## config.mk

```make
export PLATFORM = sky130hd
export DESIGN_NAME = rwz_div
export DESIGN_NICKNAME = d
export VERILOG_FILES = /design/src/sv/rwz_pkg.sv /design/src/sv/rwz_div.sv
export SDC_FILE = /design/constraint.sdc
export NUM_CORES = 1
export LEC_CHECK = 0
export BUFFER_PORTS_ARGS = -buffer_cell sky130_fd_sc_hd__buf_4
export CAP_MARGIN = 10
export CORE_MARGIN = 2
export CORE_UTILIZATION = 50
export DETAILED_ROUTE_END_ITERATION = 8
export PLACE_DENSITY = 0.75
export SKIP_CTS_REPAIR_TIMING = 1
export SLEW_MARGIN = 10
export SYNTH_ARGS = -nofsm -noshare
export SYNTH_HDL_FRONTEND = slang
export SYNTH_SLANG_ARGS = --single-unit
```

## constraint.sdc

```tcl
create_clock -name clk -period 4.1 [get_ports clk]
set_input_delay 0.82 -clock clk [delete_from_list [all_inputs] [get_ports clk]]
set_output_delay 0.82 -clock clk [all_outputs]
set_load 0.01 [all_outputs]
```

## src/sv/rwz_pkg.sv

```systemverilog
// shared constants, types and state codes of the rolling window z-score block
`default_nettype none
package rwz_pkg;

	localparam int MAX_WINDOW  = 64;
	localparam int SAMPLE_BITS = 24;
	localparam int ADDR_W      = $clog2(MAX_WINDOW);
	localparam int LEN_W       = 7;
	localparam int SEEN_W      = 7;
	localparam int MEAN_W      = 32;
	localparam int VAR_W       = 62;
	localparam int SD_W        = 32;
	localparam int Z_W         = 24;
	localparam int SUM_W       = 31;
	localparam int SQ_W        = 53;
	localparam int DIV_NW      = 75;
	localparam int DIV_DW      = 32;
	localparam int STEP_W      = 7;

	localparam logic [LEN_W-1:0]  WL_RESET    = 7'd20;
	localparam logic [LEN_W-1:0]  LEN_MIN     = 7'd2;
	localparam logic [LEN_W-1:0]  LEN_MAX     = 7'd64;
	localparam logic [SEEN_W-1:0] SEEN_MAX    = 7'd65;
	localparam logic [STEP_W-1:0] MEAN_STEPS  = 7'd38;
	localparam logic [STEP_W-1:0] VAR_STEPS   = 7'd75;
	localparam logic [STEP_W-1:0] Z_STEPS     = 7'd50;
	localparam logic [VAR_W-1:0]  VAR_MAX     = {VAR_W{1'b1}};
	localparam logic [VAR_W-1:0]  SQRT_BIT0   = 62'd1 << 60;

	typedef enum logic [3:0] {
		S_IDLE,
		S_ACC,
		S_MEAN_GO,
		S_MEAN_WAIT,
		S_VAR_GO,
		S_VAR_WAIT,
		S_SQRT,
		S_Z_GO,
		S_Z_WAIT,
		S_DONE
	} state_t;

	typedef struct packed {
		logic              start;
		logic [DIV_NW-1:0] num;
		logic [DIV_DW-1:0] den;
		logic [STEP_W-1:0] steps;
	} div_req_t;

	typedef struct packed {
		logic              done;
		logic [DIV_NW-1:0] quot;
	} div_rsp_t;

endpackage
`default_nettype wire

```

## src/sv/rwz_div.sv

```systemverilog
// shared restoring divider, one quotient bit per cycle
`default_nettype none
module rwz_div (
	input  wire logic              clk,
	input  wire logic              arst_n,
	input  wire rwz_pkg::div_req_t req,
	output rwz_pkg::div_rsp_t      rsp
);
	import rwz_pkg::*;

	logic [DIV_DW-1:0] rem_q;
	logic [DIV_NW-1:0] nq_q;
	logic [DIV_DW-1:0] den_q;
	logic [STEP_W-1:0] cnt_q;
	logic              busy_q;
	logic              done_q;
	logic [DIV_DW:0]   shifted;
	logic [DIV_DW+1:0] diff;

	assign shifted = {rem_q, nq_q[DIV_NW-1]};
	assign diff    = {1'b0, shifted} - {2'b00, den_q};

	always_ff @(posedge clk or negedge arst_n) begin
		if (!arst_n) begin
			busy_q <= 1'b0;
			done_q <= 1'b0;
			cnt_q  <= '0;
		end else begin
			done_q <= 1'b0;
			if (req.start) begin
				busy_q <= 1'b1;
				cnt_q  <= req.steps;
			end else if (busy_q) begin
				cnt_q <= cnt_q - 1'b1;
				if (cnt_q == STEP_W'(1)) begin
					busy_q <= 1'b0;
					done_q <= 1'b1;
				end
			end
		end
	end

	always_ff @(posedge clk) begin
		if (req.start) begin
			rem_q <= '0;
			nq_q  <= req.num;
			den_q <= req.den;
		end else if (busy_q) begin
			if (!diff[DIV_DW+1]) begin
				rem_q <= diff[DIV_DW-1:0];
				nq_q  <= {nq_q[DIV_NW-2:0], 1'b1};
			end else begin
				rem_q <= shifted[DIV_DW-1:0];
				nq_q  <= {nq_q[DIV_NW-2:0], 1'b0};
			end
		end
	end

	assign rsp.done = done_q;
	assign rsp.quot = nq_q;
endmodule
`default_nettype wire

```

==> results of run 1 <==
[state kept, by name, summed over array words and instances, names as in the netlist]
| signal | count |
|---|---|
| den_q | 32 |
| nq_q | 75 |
| cnt_q | 7 |
| busy_q | 1 |
| done_q | 1 |
| rem_q | 32 |
[power breakdown]
group | internal (mW) | switching, mW
Clock | 0.882 | 0.682
Sequential | 1.89 | 0.187
Combinational | 0.918 | 1.13
Total | 3.68 | 2.00
[logic make-up (layout without fill, tap and decap cells)]
group	Yosys count	after routing
AND/OR/NAND/NOR	185	185
flip-flops	148	148
AO/OA/AOI/OAI	142	142
multiplexers	76	76
buffers and inverters	75	268
adder cells (fa/ha/maj)	35	35
XOR/XNOR	27	27
[cells in the mapped netlist, drive strengths merged, types with 5 or more instances]
cell,count
edfxtp,107
xnor2,17
clkbuf,22
dfxtp,32
o22ai,6
and3,5
o211ai,5
nor4,5
buf,13
inv,40
nand2b,9
a21oi,30
nand2,75
nor2,46
a21o,7
o21a,7
mux2,76
a311oi,22
nor3,8
nand3,9
ha,34
nand4,8
dfrtp,9
xor2,10
nor2b,8
o21ai,29
[layout make-up]
type	count	area share, %
repair buffers	196	14.9
clock buffers	18	4.38
flip-flops and latches	148	40.7
multi-input cells	465	34.4
inverters	40	1.50
well taps	211	2.64
clock inverters	14	1.52
[per-layer routing]
layer  vias up  track usage, %
li1       2910               -
met1      2930            26.6
met2       207            40.4
met3        30            9.66
met4         0            7.80
met5         -               0
[per-stage QoR]
| stage | hold slack, ps | util, % | std cells | cell area [um^2] |
|---|---|---|---|---|
| 2_1_floorplan | 464 | - | 688 | 7840 |
| 3_3_place_gp | 480 | 61.8 | 1060 | 9420 |
| 3_5_place_dp | 487 | 61.8 | 1060 | 9420 |
| 4_1_cts | 193 | 65.6 | 1092 | 10000 |
| 5_1_grt | 190 | 65.6 | 1092 | 10000 |
| 6_report | 205 | 65.6 | 1092 | 10000 |
[how the worst max path moves through the flow]
stage,end,slack [ps]
2_1_floorplan,nq_q[0]$_DFFE_PP_,1120
3_3_place_gp,rem_q[24]$_SDFFE_PP0P_,1090
3_5_place_dp,rem_q[22]$_SDFFE_PP0P_,920
4_1_cts,rem_q[23]$_SDFFE_PP0P_,910
5_1_grt,rem_q[23]$_SDFFE_PP0P_,630
6_report,rem_q[23]$_SDFFE_PP0P_,860
==> impl_metrics.env, run 1 <==
export IMPL_status="complete, no violations"
export IMPL_end_kind="register"
export IMPL_wl_met2_um=9820
export IMPL_grt_antenna_before_repair=0
export IMPL_p_leak_nw=4.25
export IMPL_r2r_cells=11
export IMPL_dp_slack_ps=924
export IMPL_htreeDepth=4
export IMPL_synth_top_area_share_pct=41.0
export IMPL_setup_viol=0
export IMPL_worstReg2RegStart="den_q[1]$_DFFE_PP_"
export IMPL_p_per_area_nw_per_um2=568
export IMPL_skew_ps=7.03
export IMPL_clock_latency_ps=430
export IMPL_synth_area_leaders="edfxtp_1, mux2_2, dfxtp_1"
export IMPL_syn_area_um2=7840
export IMPL_grt_max_degree=97
export IMPL_drt_vias_per_instance=5.57
export IMPL_synth_top_cell_by_area="edfxtp_1"
export IMPL_synth_avg_cell_area_um2=11.4
export IMPL_cts_root_buffer="clkbuf_16"
export IMPL_yosysWarnings=0
export IMPL_die_h_um=129
export IMPL_rsz0062_at_grt="no"
export IMPL_die_w_um=129
export IMPL_post_route_period_util_pct=79.0
export IMPL_ys_types=66
export IMPL_dr_max_layer_used="met4"
export IMPL_dpl_hpwl_um=14200
export IMPL_crit_family="compound AO/OA/AOI/OAI gates"
export IMPL_synthArstFlopShare_pct=6.08
export IMPL_critPathKind="reg -> reg"
export IMPL_final_common_cell="buf_4"
export IMPL_dr_first_iter_drc_count=399
export IMPL_synth_edf_count=107
export IMPL_core_rowCount=45
export IMPL_min_period_ps=3240
export IMPL_grt_pass1_vias=6188
export IMPL_hold_viol=0
export IMPL_synth_seq_cells=148
export IMPL_grt_pass1_wl_um=30600
export IMPL_cts_tree="done"
export IMPL_start_kind="register"
export IMPL_drive_gt1_share_pct=36.3
export IMPL_fillers=1192
export IMPL_dieArea_um2=16700
export IMPL_netlist_instances=688
export IMPL_cpMaxStageDelayCell="o311a_1"
export IMPL_cts_sinks=148
export IMPL_yosys_area_share_simple_pct=11.0
export IMPL_initial_core_util_pct=51.3
export IMPL_synth_fa_ha_area_share_pct=5.69
export IMPL_crit_path_max_incr_delay_ps=570
export IMPL_cp_startpoint="den_q[1]$_DFFE_PP_"
export IMPL_grt_usage_pct=23.5
export IMPL_hold_class="in -> async"
export IMPL_max_freq_ghz=0.309
export IMPL_seqCellArea_um2=4080
export IMPL_gp_congestion=0.923
export IMPL_setup_tns_ps=0
export IMPL_final_setup_worst_slack_ps=859
export IMPL_fin_nets=1020
export IMPL_antenna_cells=0
export IMPL_synthMuxAreaShare_pct=10.9
export IMPL_cp_depth=11
export IMPL_path_cells="inv_1 -> ha_1 -> nor2b_1 -> o31a_1 -> o211ai_2 -> a21oi_4 -> o21bai_4 -> o311a_1 -> buf_4 -> nand2_1 -> a311oi_1"
export IMPL_yosysSeqAreaShare_pct=52.1
export IMPL_route_met3_wl_um=1630
export IMPL_maxSlewViolCount=0
export IMPL_arrival_ps=3560
export IMPL_synth_compound_area_share_pct=13.3
export IMPL_multi_input_area_um2=3440
export IMPL_worst_slew_pin_slew_ps=1020
export IMPL_final_cell_mix="buf_4, edfxtp_1, mux2_2"
export IMPL_synth_flop_cell="edfxtp_1"
export IMPL_syn_nets=840
export IMPL_yosys_area_share_xor_xnor_pct=3.02
export IMPL_clkTransAtPathRegs_ps=70
export IMPL_drt_wirelength_per_cell_um=17.7
export IMPL_vias=6077
export IMPL_area_growth_pct=27.8
export IMPL_p_total_mw=5.69
export IMPL_drt_pass1_iterations=5
export IMPL_clock_tree_buffer_depth=2
export IMPL_m1WireLength_um=7490
export IMPL_numCtsBuffers=17
export IMPL_io_pins=193
export IMPL_cap_violations=0
export IMPL_port_buffers=192
export IMPL_r2r_end="rem_q[23]$_SDFFE_PP0P_"
export IMPL_vdd_ir_drop_max_mv=0.417
export IMPL_critPathBufInv=2
export IMPL_relSlewSlack_pct=31.8
export IMPL_critPathRequiredTime_ps=4420
export IMPL_postRouteAntennaNets=0
export IMPL_routed_wl_um=19300
export IMPL_cp_max_fo=22
export IMPL_grt_overflow=0
export IMPL_rrSetupSlack_ps=860
export IMPL_drcViolationCount=0
export IMPL_synth_top_family_by_area="compound AO/OA/AOI/OAI gates"
export IMPL_core_um2=15300
No activity file was read; power rests on OpenSTA's default activity.
==> run 2: changes to the inputs <==
ABC_AREA = 1   (was unset)
PLACE_DENSITY = 0.73   (was 0.75)
clock period = 3.35 ns   (was 4.1 ns; I/O delays follow)
==> impl_metrics.env, run 2 <==
export IMPL_p_per_area_nw_per_um2=654
export IMPL_synth_fa_ha_area_share_pct=5.05
export IMPL_maxSlewViolCount=0
export IMPL_synth_compound_area_share_pct=2.58
export IMPL_skew_ps=11.8
export IMPL_largest_reg_flops=75
export IMPL_htreeDepth=4
export IMPL_core_um2=17300
export IMPL_drt_pass1_iterations=5
export IMPL_grt_antenna_before_repair=0
export IMPL_cts_root_buffer="clkbuf_16"
export IMPL_crit_path_max_incr_delay_ps=370
export IMPL_initial_core_util_pct=51.0
export IMPL_dpl_hpwl_um=17900
export IMPL_yosysWarnings=0
export IMPL_clock_tree_buffer_depth=2
export IMPL_synth_commonest_cells="nand2_1, inv_1, edfxtp_1"
export IMPL_dr_first_iter_drc_count=559
export IMPL_cp_startpoint="den_q[19]$_DFFE_PP_"
export IMPL_numCtsBuffers=17
export IMPL_port_buffers=192
export IMPL_routed_wl_um=24400
export IMPL_syn_area_um2=8820
export IMPL_p_leak_nw=5.97
export IMPL_grt_util_met1_pct=34.6
export IMPL_cap_violations=0
export IMPL_postRouteAntennaNets=0
export IMPL_die_w_um=137
export IMPL_post_route_period_util_pct=73.3
export IMPL_cp_max_fo=21
export IMPL_hold_viol=0
export IMPL_end_kind="register"
export IMPL_met2_usage_pct=43.6
export IMPL_yosysSeqAreaShare_pct=46.2
export IMPL_setup_tns_ps=0
export IMPL_synthMuxAreaShare_pct=0
export IMPL_rrSetupSlack_ps=900
export IMPL_fin_nets=1532
export IMPL_dieArea_um2=18700
export IMPL_grt_pass1_vias=7586
export IMPL_start_kind="register"
export IMPL_yosysMostFrequentCell="nand2_1"
export IMPL_cpMostUsedCell="nand2_1"
export IMPL_rsz0062_at_grt="no"
export IMPL_synth_top_cell_by_area="edfxtp_1"
export IMPL_cts_sinks=148
export IMPL_cpMaxStageDelayCell="edfxtp_1"
export IMPL_fillers=1593
export IMPL_arrival_ps=2770
export IMPL_worst_slew_pin_slew_ps=775
export IMPL_endpoint="rem_q[20]$_SDFFE_PP0P_"
export IMPL_critPathRequiredTime_ps=3670
export IMPL_final_cell_mix="nand2_1, buf_4, inv_1"
export IMPL_holdWs_ps=56.9
export IMPL_max_freq_ghz=0.407
export IMPL_relSlewSlack_pct=48.3
export IMPL_drt_vias_per_instance=4.99
export IMPL_grt_overflow=0
export IMPL_antenna_cells=0
export IMPL_clock_latency_ps=430
export IMPL_worstReg2RegStart="den_q[19]$_DFFE_PP_"
export IMPL_gp_congestion=0.958
export IMPL_grt_pass1_wl_um=38600
export IMPL_netlist_instances=1192
export IMPL_path_cells="inv_1 -> ha_1 -> nand2_1 -> inv_1 -> nand2_1 -> nand2_1 -> a21oi_2 -> nor2_4 -> nor2_8 -> buf_4 -> nand3b_1 -> nand3_1 -> nand2_1"
export IMPL_setup_viol=0
export IMPL_cts_tree="done"
export IMPL_min_period_ps=2450
export IMPL_die_h_um=137
export IMPL_synth_flop_cell="edfxtp_1"
export IMPL_core_rowCount=48
export IMPL_synth_edf_count=107
export IMPL_yosys_area_share_simple_pct=34.3
export IMPL_drive_gt1_share_pct=18.4
export IMPL_critPathKind="reg -> reg"
export IMPL_synth_avg_cell_area_um2=7.40
export IMPL_synthArstFlopShare_pct=6.08
export IMPL_global_route_usage_met3_pct=8.78
export IMPL_top_register="nq_q"
export IMPL_drt_wirelength_per_cell_um=15.1
export IMPL_busiest_layer="met2"
export IMPL_io_pins=193
export IMPL_grt_usage_pct=26.9
export IMPL_synth_seq_cells=148
export IMPL_drcViolationCount=0
export IMPL_synth_top_family_by_area="simple AND/OR/NAND/NOR gates"
export IMPL_final_common_cell="nand2_1"
export IMPL_r2r_end="rem_q[20]$_SDFFE_PP0P_"
export IMPL_grt_max_degree=72
export IMPL_yosys_area_share_xor_xnor_pct=1.79
export IMPL_vdd_ir_drop_max_mv=0.374
export IMPL_status="complete, no violations"
export IMPL_clkTransAtPathRegs_ps=70
export IMPL_vias=8077
export IMPL_ys_types=40
export IMPL_reg_top3="nq_q (75), den_q (32), rem_q (32)"
export IMPL_syn_nets=1344
export IMPL_synth_top_area_share_pct=36.4
export IMPL_hold_class="in -> async"
export IMPL_r2r_cells=13
export IMPL_synth_area_leaders="edfxtp_1, nand2_1, inv_1"
export IMPL_area_growth_pct=25.4
[run 2: cell count changes after synthesis, moves of 7 or more]
cell	previous run	this run
nand2_1	74	552
inv_1	40	184
nand3_1	8	86
mux2_2	76	0
o21ai_0	25	1
a311oi_1	22	0
nand3b_1	1	15
a21oi_1	28	15
nand2b_1	9	0
nor2b_1	8	0
a21o_1	7	0
o21a_1	7	0
o21ai_1	3	10
[run 2: worst min path at each step]
stage / from / end / depth (start not counted)
after floorplan: arst_n / busy_q$_DFF_PN0_ / 0
after global placement: rem_q[11]$_SDFFE_PP0P_ / rem_q[11]$_SDFFE_PP0P_ / 2
after detailed placement: rem_q[10]$_SDFFE_PP0P_ / rem_q[10]$_SDFFE_PP0P_ / 2
after CTS: arst_n / done_q$_DFF_PN0_ / 1
after global routing: arst_n / cnt_q[3]$_DFFE_PN0P_ / 1
final: arst_n / cnt_q[6]$_DFFE_PN0P_ / 1
[run 2: cells by family after synthesis]
| logic type | Yosys count |
|---|---|
| adder cells (fa/ha/maj) | 35 |
| XOR/XNOR | 18 |
| AND/OR/NAND/NOR | 732 |
| flip-flops | 148 |
| AO/OA/AOI/OAI | 38 |
| buffers and inverters | 221 |
[run 2: where the power goes]
group,internal (mW),total (mW),switching [mW]
sequential,2.27,2.45,0.183
clock,1.12,1.98,0.855
combinational,1.07,2.80,1.74
[run 2: layer usage]
| metal | up-vias | part of all wire (%) |
|---|---|---|
| met3 | 28 | 8.4 |
| met4 | 0 | 1.6 |
| met1 | 3693 | 44 |
| met2 | 262 | 46 |
| met5 | - | 0 |
| li1 | 4094 | - |
[run 2: through the flow]
step	power, mW	setup slack, ps	cells	utilization, %	instance area, um^2
2_1_floorplan	4.46	903	1192	-	8830
3_3_place_gp	5.22	957	1586	60.5	10500
3_5_place_dp	5.25	902	1586	60.5	10500
4_1_cts	7.25	893	1618	64.0	11100
5_1_grt	7.72	728	1618	64.0	11100
6_report	7.24	895	1618	64.0	11100
[run 2: final cells by class]
class | instances | area [um^2] | area share, %
Clock inverter | 14 | 170 | 1.54
Clock buffer | 18 | 429 | 3.88
Tap cell | 225 | 282 | 2.54
Inverter | 188 | 707 | 6.39
Sequential cell | 148 | 4080 | 36.9
Multi-Input combinational cell | 823 | 3870 | 35.0
Timing Repair Buffer | 202 | 1530 | 13.8
[run 2: worst max-delay path, delay by kind of cell (launching register included)]
family / cells / cell delay, ps
and+or+nand+nor: 8 / 950
buffers and inverters: 3 / 500
DFF: 1 / 370
adders and majority gates: 1 / 290
AOI/OAI and AO/OA: 1 / 220
